`src/pnns_pkg.sv`:
```
// Shared types, constants and the square-root step for the pose search block.
// Used by pnns_ctrl, pnns_dpath and the top level; depends on nothing.
package pnns_pkg;

   localparam int REF_DEPTH = 4096;
   localparam int IDX_W     = 12;
   localparam int CNT_W     = 13;
   localparam int POS_W     = 24;
   localparam int DIR_W     = 16;
   localparam int ENTRY_W   = 3 * POS_W + 3 * DIR_W;
   localparam int WGT_W     = 10;
   localparam int COST_W    = 25;
   localparam int RAD_W     = 50;
   localparam int ROOT_W    = 25;
   localparam int REM_W     = 28;
   localparam int SQRT_STEPS = RAD_W / 2;
   localparam int PIPE_LEN  = SQRT_STEPS + 5;

   typedef enum logic [1:0] {
      MODE_CLEAR  = 2'd0,
      MODE_APPEND = 2'd1,
      MODE_QUERY  = 2'd2,
      MODE_NONE   = 2'd3
   } mode_type;

   typedef enum logic [1:0] {
      ST_IDLE,
      ST_SCAN,
      ST_DRAIN,
      ST_FINISH
   } state_type;

   typedef struct packed {
      logic clear;
      logic append;
      logic load_query;
      logic issue;
      logic finish;
   } cmd_type;

   typedef struct packed {
      logic count_zero;
      logic full;
      logic last_issue;
      logic pipe_busy;
      logic out_busy;
   } sts_type;

   typedef struct packed {
      logic [RAD_W-1:0]  rad;
      logic [REM_W-1:0]  rem;
      logic [ROOT_W-1:0] root;
   } sqrt_type;

   function automatic sqrt_type sqrt_step(input sqrt_type s);
      sqrt_type          r;
      logic [REM_W-1:0]  cur;
      logic [REM_W-1:0]  trial;
      r     = s;
      cur   = {s.rem[REM_W-3:0], s.rad[RAD_W-1 -: 2]};
      trial = {1'b0, s.root, 2'b01};
      r.rad = {s.rad[RAD_W-3:0], 2'b00};
      if (cur >= trial) begin
         r.rem  = cur - trial;
         r.root = {s.root[ROOT_W-2:0], 1'b1};
      end else begin
         r.rem  = cur;
         r.root = {s.root[ROOT_W-2:0], 1'b0};
      end
      return r;
   endfunction

endpackage

```
`src/pnns_ctrl.sv`:
```
// Sequencer for clear, append and query requests of the pose search block.
// Depends on pnns_pkg.
module pnns_ctrl import pnns_pkg::*; (
   input  logic       clock,
   input  logic       reset,
   input  logic       req_tvalid,
   output logic       req_tready,
   input  logic [1:0] req_mode,
   input  sts_type    sts,
   output cmd_type    cmd
);

   state_type state_ff, state_in;
   mode_type  mode;

   assign mode = mode_type'(req_mode);

   always_ff @(posedge clock) begin
      if (reset) begin
         state_ff <= ST_IDLE;
      end else begin
         state_ff <= state_in;
      end
   end

   always_comb begin
      state_in = state_ff;
      case (state_ff)
         ST_IDLE: begin
            if (req_tvalid && mode == MODE_QUERY) begin
               state_in = sts.count_zero ? ST_FINISH : ST_SCAN;
            end
         end
         ST_SCAN: begin
            if (sts.last_issue) state_in = ST_DRAIN;
         end
         ST_DRAIN: begin
            if (!sts.pipe_busy) state_in = ST_FINISH;
         end
         ST_FINISH: begin
            if (!sts.out_busy) state_in = ST_IDLE;
         end
         default: state_in = ST_IDLE;
      endcase
   end

   always_comb begin
      cmd        = '0;
      req_tready = 1'b0;
      case (state_ff)
         ST_IDLE: begin
            req_tready = 1'b1;
            if (req_tvalid) begin
               case (mode)
                  MODE_CLEAR:  cmd.clear      = 1'b1;
                  MODE_APPEND: cmd.append     = !sts.full;
                  MODE_QUERY:  cmd.load_query = 1'b1;
                  default:     cmd            = '0;
               endcase
            end
         end
         ST_SCAN:   cmd.issue  = 1'b1;
         ST_FINISH: cmd.finish = !sts.out_busy;
         default:   cmd        = '0;
      endcase
   end

endmodule

```
`config.mk`:
```
export PLATFORM = sky130hd
export DESIGN_NAME = pnns_ctrl
export DESIGN_NICKNAME = d
export VERILOG_FILES = /design/src/pnns_pkg.sv /design/src/pnns_ctrl.sv
export SDC_FILE = /design/constraint.sdc
export NUM_CORES = 1
export LEC_CHECK = 0
export ABC_CLOCK_PERIOD_IN_PS = 2700
export BUFFER_PORTS_ARGS = -buffer_cell sky130_fd_sc_hd__clkbuf_2
export CAP_MARGIN = 0
export CORE_AREA = 2 2 39 41
export CTS_CLUSTER_DIAMETER = 80
export CTS_CLUSTER_SIZE = 40
export DETAILED_ROUTE_END_ITERATION = 8
export DIE_AREA = 0 0 41 43
export GPL_ROUTABILITY_DRIVEN = 0
export MAX_ROUTING_LAYER = met4
export SLEW_MARGIN = 30
export SYNTH_ARGS = -nofsm -noshare
export SYNTH_HDL_FRONTEND = slang
export SYNTH_SLANG_ARGS = --single-unit
```
`constraint.sdc`:
```
create_clock -name clock -period 2.7 [get_ports clock]
set_input_delay 0.54 -clock clock [delete_from_list [all_inputs] [get_ports clock]]
set_output_delay 0.54 -clock clock [all_outputs]
set_load 0.03 [all_outputs]
```
---- Word-level counts from Yosys, hierarchy flattened ----
Cells that the tools add are included.
Widths: inputs -> output; s select.
word-level totals
  bits in registers ....................... 2
  input port bits ......................... 10
  output and inout port bits .............. 6
  logic and storage cells ................. 30
operators by class
  equal/unequal tests ..................... 9
  muxes and demuxes ....................... 14
  reductions and logical operators ........ 6
operators by type and width
  cell                count
  $mux 2              5
  $ne 2x2->1 const B  4
  $pmux 2 s4          1
  $eq 2x2->1 const B  3
  $mux 5              1
  $eq 2x1->1 const B  2
  $logic_not 2->1     2
  $mux 1              4
  $pmux 1 s2          2
  $reduce_and 4->1    1
  $mux 3              1
  $logic_not 1->1     2
  $logic_and 1x1->1   1

---- Depth between registers and ports, before layout ----
Gate-level depths: netlist of the first run.
  depth in word-level cells ............... 4
  depth in mapped cells ................... 5
  depth with buffers taken out ............ 5

---- Worst setup path after synthesis of the first run ----
No wires, ideal clock.
  path type ............................... register to output
  start point ............................. reg state_ff[0]
  end point ............................... out cmd[3] (netlist bit)
  data arrival time ....................... 1974 ps
  data required time ...................... 2160 ps
  slack ................................... 186 ps
  stages on the path, launching flop included .. 5
  path buffers ............................ 0
  path through ............................ dfxtp_1 -> inv_1 -> ha_1 -> nand2_1 -> nor4b_1
RTL lines
  item                      RTL line         text
  start: declaration        pnns_ctrl.sv:13  state_type state_ff, state_in;
  start signal: assignment  pnns_ctrl.sv:22  state_ff <= state_in;
  end: declaration          pnns_ctrl.sv:10  output cmd_type cmd

==> results.toml, run 1 <==
[die]
die_area_um2 = 1760
core-area_um2 = 1380
rows = 14
dieHeight_um = 43
initial_utilization_pct = 16.5
io_pins = 16
die_w_um = 41

[setup_path]
regToRegStartpoint = "state_ff[0]$_SDFFE_PP0P_"
r2r_end = "state_ff[1]$_SDFFE_PP0P_"
path_delay_family = "buffers and inverters"
critPathKind = "register to primary output"
crit_required_ns = 2.16
crit_path_max_incr_delay_ns = 0.33
path_max_fanout = 4
slowest_stage = "dfxtp_1"
worst-path-buf-inv = 2
rrSetupSlack_ns = 1.07
end_kind = "primary output"
cp.arrival_ns = 1.47
path_cells = "inv_1, ha_1, nand2_1, nor4b_1, clkbuf_2"
critPathLaunchType = "register"
rr_worst_depth = 5

[synth]
ys_seq_area_share_pct = 17.5
synth_edf_count = 0
synthFlopType = "dfxtp_1"
ys_warn_count = 0
ys_types = 16
avgSynthCellArea_um2 = 9.16
yosysTopAreaCell = "ha_1"
synth-async-reset-ratio_pct = 0
ys_top_cells_by_count = "5 x ha_1, 3 x inv_1, 2 x dfxtp_1, 2 x mux2i_1, 2 x nor2_1"
synth_top_area_share_pct = 27.3
syn_inst = 25
ys_top_cells_by_area = "ha_1 27%, dfxtp_1 17%, mux2i_1 8.7%, a221oi_2 6.6%, inv_1 4.9%"
synth.most_common_cell = "ha_1"
netlist_area_um2 = 229
synth_nets = 40
synth_seq_cells = 2

[grt]
grt_pass1_wl_um = 676
antenna_found_initial = 0
grt_max_degree = 5
met1_usage_pct = 5.41
grt_use_met2_pct = 8.75
grt_util_met3_pct = 6.28
first_global_vias = 202
grt.busiest_layer = "met2"
grt_use_total_pct = 6.46
gr-total-overflow = 0

[clock_network]
clk_path_buf_depth = 2
root_buffer = "clkbuf_4"
numCtsBuffers = 3
cts_htree_levels = 1
cts.clk_slew.worst_paths_ns = 0.03
hold_buffers = 0
cts_tree = "built"
ctsResizeCount = 0
post-cts-setup-buffer-count = 0
clock_latency_ns = 0.22
clock-sinks = 2

[sta]
relSlewSlack_pct = 80.3
max_freq_ghz = 0.497
hold_viol = 0
period_needed_ns = 2.01
hold-worst-slack_ns = 0.517
drv_slew = 0
setup-tns-final_ns = 0
min_period_over_period_pct = 74.5
setup_violations = 0
fin_worst_skew_ns = 0.00404
worstMarginPinSlew_ns = 0.296
grt_setup_unrepaired = "no"

[detailed_routing]
postRouteAntennaNets = 0
avgRoutedWirePerCell_um = 7.95
firstDrtPassIters = 2
vias_per_cell = 4.05
drt_iter0_drc = 2
route.detailed.drc = 0
num_vias = 239
drt-total-wl_um = 469

[place]
io_buffer_count = 15
hpwlAfterDp_um = 410
dpl_cell_area_um2 = 324

[cells_and_area]
antenna_cells = 0
largest_reg_flops = 2
syn2layout_area_growth_pct = 51.4
top_register = "state_ff"
largest_registers = "state_ff (2)"
n_fill_cell = 169
nets = 60
finish.utilization_pct = 25.0
design_area_um2 = 347
drive_above_1_share_pct = 44.2

[min_path]
min_to = "state_ff[0]$_SDFFE_PP0P_"
hp-start = "state_ff[0]$_SDFFE_PP0P_"
hold_depth = 2
hold_path.class = "register to register"

[pwr]
peakVddDrop_uv = 330
powerDensity_nw_per_um2 = 1010
p_leak_uw = 0.000183

[status]
status = "complete, no violations"

[flow_run]
cap_violations = 0
## power breakdown
part	switching, uW	internal (uW)
Combinational	136	91.2
Sequential	13.2	44.7
Clock	17.0	49.0
## kinds of logic after synthesis
logic type               after synthesis  share of synthesized area (%)
AO/OA/AOI/OAI                          3                           13.7
adder cells (fa/ha/maj)                5                           27.3
buffers and inverters                  3                           4.92
flip-flops                             2                           17.5
multiplexers                           3                           13.7
AND/OR/NAND/NOR                        9                           23.0
## stage by stage
stage          setup WS, ns  power (uW)  std cells
6_report              0.689         351         59
5_1_grt               0.570         386         59
4_1_cts               0.631         362         59
3_5_place_dp          0.876         291         56
3_3_place_gp          0.941         290         56
2_1_floorplan         0.186         242         25
## layout make-up
class	count	area (um^2)	share of cell area, %
multi-input combinational	20	178	51.3
clock buffer	3	22.5	6.50
sequential	2	40.0	11.6
tap	16	20.0	5.78
inverter	3	11.3	3.25
timing repair buffer	15	75.1	21.7
## worst register-to-register path: cells and delay by family (launching register included)
family | cells | cell delay, ns
flip-flops | 1 | 0.37
buffers and inverters | 1 | 0.10
adder cells (fa/ha/maj) | 1 | 0.22
multiplexers | 1 | 0.35
AO/OA/AOI/OAI | 2 | 0.48
## cell usage in the layout (no fill, tap or decap), types with 2 or more instances in the layout
cell       n
clkbuf_2  15
ha_1       5
clkbuf_4   3
nor2_1     2
mux2i_1    2
dfxtp_1    2
inv_1      3
## worst max path at each step
stage                             start  endpoint  slack (ns)  depth (start not counted)
2_1_floorplan  state_ff[0]$_SDFFE_PP0P_    cmd[3]        0.19                          4
3_3_place_gp   state_ff[0]$_SDFFE_PP0P_    cmd[3]        0.94                          5
3_5_place_dp   state_ff[0]$_SDFFE_PP0P_    cmd[3]        0.88                          5
4_1_cts        state_ff[0]$_SDFFE_PP0P_    cmd[3]        0.63                          5
5_1_grt        state_ff[1]$_SDFFE_PP0P_    cmd[3]        0.57                          5
6_report       state_ff[0]$_SDFFE_PP0P_    cmd[3]        0.69                          5
## metal layers
layer	vias to the layer above	wire length (um)
met1	102	188
li1	125	-
met3	0	67
met5	-	0
met4	0	0
met2	12	213
Power figures use the tool's default switching activity.
==> inputs of run 2 (changes only) <==
ABC_CLOCK_PERIOD_IN_PS = 1700   (was 2700)
clock period = 1.7 ns   (was 2.7 ns; I/O delays follow)
==> run 2 against run 1 <==
Via count grew 12%. Total power grew 120%. Clock-buffer cell count is the same. Sequential share of layout area shrank 2.4 points. Register-to-register slack lost 1.0 ns. Flip-flop and latch count is the same. Largest power group unchanged. Critical endpoint is now state_ff[1]$_SDFFE_PP0P_. Final area grew 31%. Combinational power grew 150%. Routed wire length grew 25%.
==> results.toml, run 2 (synthesis results as in run 1) <==
[cells_and_area]
top_register = "state_ff"
final_cell_count_no_fill = 65
syn2layout_area_growth_pct = 97.8
multi_input_comb_area_um2 = 229
final_cell_mix = "14 x clkbuf_2, 6 x buf_4, 4 x ha_1"
regArea_um2 = 41.3
drive_above_1_share_pct = 67.3
n_fill_cell = 159
largest_registers = "state_ff (2)"
layout_commonest_cell = "clkbuf_2"
largest_reg_flops = 2
design_area_um2 = 453
antenna_cells = 0
nets = 66

[setup_path]
rr_worst_depth = 6
cp.arrival_ns = 1.74
r2r_end = "state_ff[1]$_SDFFE_PP0P_"
path_cells = "inv_2, buf_4, ha_1, a22o_1, a221oi_2, mux2_1"
path_depth = 6
critPathKind = "register to register"
regToRegStartpoint = "state_ff[0]$_SDFFE_PP0P_"
path_delay_family = "compound AO/OA/AOI/OAI gates"
crit_path_max_incr_delay_ns = 0.35
path_max_fanout = 3
end_kind = "register"
worst-path-buf-inv = 2
crit_required_ns = 1.80
rrSetupSlack_ns = 0.06
slowest_stage = "mux2_1"
critPathLaunchType = "register"

[grt]
first_global_vias = 262
grt_pass1_wl_um = 890
antenna_found_initial = 0
grt_max_degree = 5
grt_use_total_pct = 7.59
gr-total-overflow = 0

[pwr]
finalPower_uw = 756
powerDensity_nw_per_um2 = 1670
p_leak_uw = 0.000232
peakVddDrop_uv = 534

[clock_network]
clock_latency_ns = 0.22
cts_tree = "built"
cts_htree_levels = 1
hold_buffers = 0
root_buffer = "clkbuf_4"
clk_path_buf_depth = 2
clock-sinks = 2
numCtsBuffers = 3
cts.clk_slew.worst_paths_ns = 0.03

[detailed_routing]
drt-total-wl_um = 586
num_vias = 268
route.detailed.drc = 0
avgRoutedWirePerCell_um = 9.02
vias_per_cell = 4.12
drt_iter0_drc = 1
firstDrtPassIters = 2
postRouteAntennaNets = 0

[status]
status = "complete, no violations"

[min_path]
hold_depth = 3
hp-start = "reset"
hold_path.class = "input pin to register"
min_to = "state_ff[0]$_SDFFE_PP0P_"

[sta]
drv_slew = 0
max_freq_ghz = 0.610
worstMarginPinSlew_ns = 0.253
setup-tns-final_ns = 0
fin_worst_skew_ns = 0.00265
period_needed_ns = 1.64
setup_violations = 0
relSlewSlack_pct = 83.1
hold_viol = 0
min_period_over_period_pct = 96.4
grt_setup_unrepaired = "no"
hold-worst-slack_ns = 0.437

[die]
core-area_um2 = 1380
rows = 14
initial_utilization_pct = 16.5
die_area_um2 = 1760
dieHeight_um = 43
io_pins = 16
die_w_um = 41

[place]
io_buffer_count = 15
dpl_cell_area_um2 = 390
post-place-cells = 59

[flow_run]
cap_violations = 0
-- run 2: stage by stage --
| stage | utilization [%] | worst slack [ns] |
|---|---|---|
| after floorplan | - | 0.0143 |
| after global placement | 28.2 | 0.0916 |
| after detailed placement | 28.2 | 0.0643 |
| after CTS | 31.0 | 0.00221 |
| after global routing | 32.7 | 0.00512 |
| final | 32.7 | 0.0613 |
-- run 2: layout make-up --
| cell class | instances | share of cell area [%] |
|---|---|---|
| Clock buffer | 3 | 4.97 |
| Inverter | 3 | 2.49 |
| Multi-Input combinational cell | 20 | 50.6 |
| Sequential cell | 2 | 9.12 |
| Tap cell | 16 | 4.42 |
| Timing Repair Buffer | 21 | 28.5 |
-- run 2: worst max path at each step --
stage	slack, ns	start	endpoint
final	0.06	state_ff[0]$_SDFFE_PP0P_	state_ff[1]$_SDFFE_PP0P_
after global placement	0.09	state_ff[0]$_SDFFE_PP0P_	cmd[3]
after detailed placement	0.06	state_ff[0]$_SDFFE_PP0P_	cmd[3]
after CTS	0.002	state_ff[0]$_SDFFE_PP0P_	cmd[3]
after floorplan	0.01	state_ff[0]$_SDFFE_PP0P_	cmd[3]
after global routing	0.005	state_ff[0]$_SDFFE_PP0P_	state_ff[1]$_SDFFE_PP0P_
-- run 2: tightest hold or removal path, delay by kind of cell --
family	cells	cell delay (ns)
buf+inv	1	0.10
simple gates	1	0.10
mux	1	0.06
-- run 2: report_power, final --
group / switching (uW) / internal (uW)
combinational: 288 / 277
clock: 25.6 / 77.8
sequential: 15.0 / 73.1
total: 329 / 428
-- run 2: what timing repair did --
action,CTS,global route
buffers inserted,0,3
endpoints found under the setup margin,3,1
pin swaps,0,3
resized for setup,6,1
-- run 2: routing by layer --
| layer | global-route usage (%) | vias to the layer above | part of all wire (%) |
|---|---|---|---|
| met1 | 5.73 | 118 | 37 |
| met5 | - | - | 0 |
| met3 | 3.14 | 0 | 8.2 |
| met2 | 13.8 | 12 | 55 |
| li1 | - | 138 | - |
| met4 | 4.00 | 0 | 0 |
==> inputs of run 3 (changes only) <==
RECOVER_POWER = 100   (was not set)
==> run 3 against run 2 <==
Highest routed layer unchanged. Critical endpoint unchanged. Non-clock buffer count did not move. Final area fell by 1.4%. Maximum frequency barely moved. First-iteration DRC count did not move. Routed wire length rose by 0.68%.
==> results.toml, run 3 (synthesis results as in run 1) <==
[status]
status = "complete, no violations"

[clock_network]
clock_latency_ns = 0.22
root_buffer = "clkbuf_4"
cts_htree_levels = 1
hold_buffers = 0
clock-sinks = 2
cts.clk_slew.worst_paths_ns = 0.03
numCtsBuffers = 3
cts_tree = "built"
clk_path_buf_depth = 2

[cells_and_area]
multi_input_comb_area_um2 = 229
n_fill_cell = 163
largest_registers = "state_ff (2)"
syn2layout_area_growth_pct = 95.1
drive_above_1_share_pct = 61.2
largest_reg_flops = 2
regArea_um2 = 41.3
nets = 66
layout_commonest_cell = "clkbuf_2"
antenna_cells = 0
top_register = "state_ff"
final_cell_mix = "12 x clkbuf_2, 4 x ha_1, 4 x clkbuf_4, 4 x buf_4, 3 x clkbuf_1"
final_cell_count_no_fill = 65

[setup_path]
r2r_end = "state_ff[1]$_SDFFE_PP0P_"
critPathKind = "register to register"
path_cells = "inv_2, buf_4, ha_1, a22o_1, a221oi_2, mux2_1"
path_max_fanout = 3
cp.arrival_ns = 1.74
path_delay_family = "compound AO/OA/AOI/OAI gates"
crit_path_max_incr_delay_ns = 0.35
rr_worst_depth = 6
worst-path-buf-inv = 2
crit_required_ns = 1.80
path_depth = 6
regToRegStartpoint = "state_ff[0]$_SDFFE_PP0P_"
slowest_stage = "mux2_1"
rrSetupSlack_ns = 0.06
critPathLaunchType = "register"
end_kind = "register"

[min_path]
min_to = "state_ff[0]$_SDFFE_PP0P_"
hold_depth = 3
hp-start = "reset"
hold_path.class = "input pin to register"

[grt]
grt_use_total_pct = 7.59
antenna_found_initial = 0
grt_max_degree = 5
first_global_vias = 262
gr-total-overflow = 0
grt_pass1_wl_um = 890

[pwr]
powerDensity_nw_per_um2 = 1650
peakVddDrop_uv = 512
finalPower_uw = 738
p_leak_uw = 0.000221

[sta]
hold_viol = 0
min_period_over_period_pct = 96.3
worst_slack_ns = 0.0624
setup-tns-final_ns = 0
drv_slew = 0
grt_setup_unrepaired = "no"
relSlewSlack_pct = 74.3
period_needed_ns = 1.64
fin_worst_skew_ns = 0.00265
max_freq_ghz = 0.611
worstMarginPinSlew_ns = 0.387
setup_violations = 0

[place]
dpl_worst_slack_ns = 0.0643
io_buffer_count = 15
post-place-cells = 59

[detailed_routing]
avgRoutedWirePerCell_um = 9.08
num_vias = 268
postRouteAntennaNets = 0
firstDrtPassIters = 2
drt-total-wl_um = 590
drt_iter0_drc = 1
vias_per_cell = 4.12
route.detailed.drc = 0

[die]
io_pins = 16
core-area_um2 = 1380
initial_utilization_pct = 16.5
die_area_um2 = 1760
dieHeight_um = 43
rows = 14
die_w_um = 41

[flow_run]
cap_violations = 0
==> run 3: layer usage <==
layer	track usage [%]	routed length [um]	share of wire, %	vias to the layer above
li1	-	-	-	138
met3	3.14	52	8.8	0
met5	-	0	0	-
met4	4.00	0	0	0
met2	13.8	323	55	12
met1	5.73	214	36	118
==> run 3: cell type report <==
cell class / instances / area share (%)
multi-input combinational: 20 / 51.3
timing repair buffer: 21 / 27.5
sequential: 2 / 9.24
clock buffer: 3 / 5.04
tap: 16 / 4.48
inverter: 3 / 2.52
==> run 3: per-stage QoR <==
stage | utilization, % | hold WS (ns) | instance area (um^2)
global route | 32.3 | 0.475 | 447
global placement | 28.2 | 0.596 | 390
floorplan | - | 0.482 | 273
detailed placement | 28.2 | 0.606 | 390
CTS | 31.0 | 0.422 | 429
finish | 32.3 | 0.437 | 447
==> run 3: worst register-to-register path, cell delays in order, from the launching register on <==
cell	delay (ns)
dfxtp_1	0.33
inv_2	0.06
buf_4	0.13
ha_1	0.21
a22o_1	0.22
a221oi_2	0.22
mux2_1	0.35
==> run 3: repair_timing <==
| action | CTS | global route |
|---|---|---|
| pin swaps | 0 | 3 |
| endpoints found under the hold margin | 0 | 0 |
| endpoints found under the setup margin | 3 | 1 |
| setup buffers | 0 | 3 |
| cloned | 0 | 0 |
| gates resized for setup | 6 | 1 |
==> run 3: how the worst max path moves through the flow <==
stage	from	end	slack, ns
6_report	state_ff[0]$_SDFFE_PP0P_	state_ff[1]$_SDFFE_PP0P_	0.06
5_1_grt	state_ff[0]$_SDFFE_PP0P_	state_ff[1]$_SDFFE_PP0P_	0.01
4_1_cts	state_ff[0]$_SDFFE_PP0P_	cmd[3]	0.002
3_5_place_dp	state_ff[0]$_SDFFE_PP0P_	cmd[3]	0.06
3_3_place_gp	state_ff[0]$_SDFFE_PP0P_	cmd[3]	0.09
2_1_floorplan	state_ff[0]$_SDFFE_PP0P_	cmd[3]	0.01
==> run 3: report_power, final <==
| group | switching [uW] | internal (uW) | leakage, uW |
|---|---|---|---|
| sequential | 14.8 | 73.1 | 0.0000169 |
| clock | 25.6 | 77.8 | 0.0000138 |
| combinational | 290 | 257 | 0.000191 |
| total | 330 | 408 | 0.000221 |
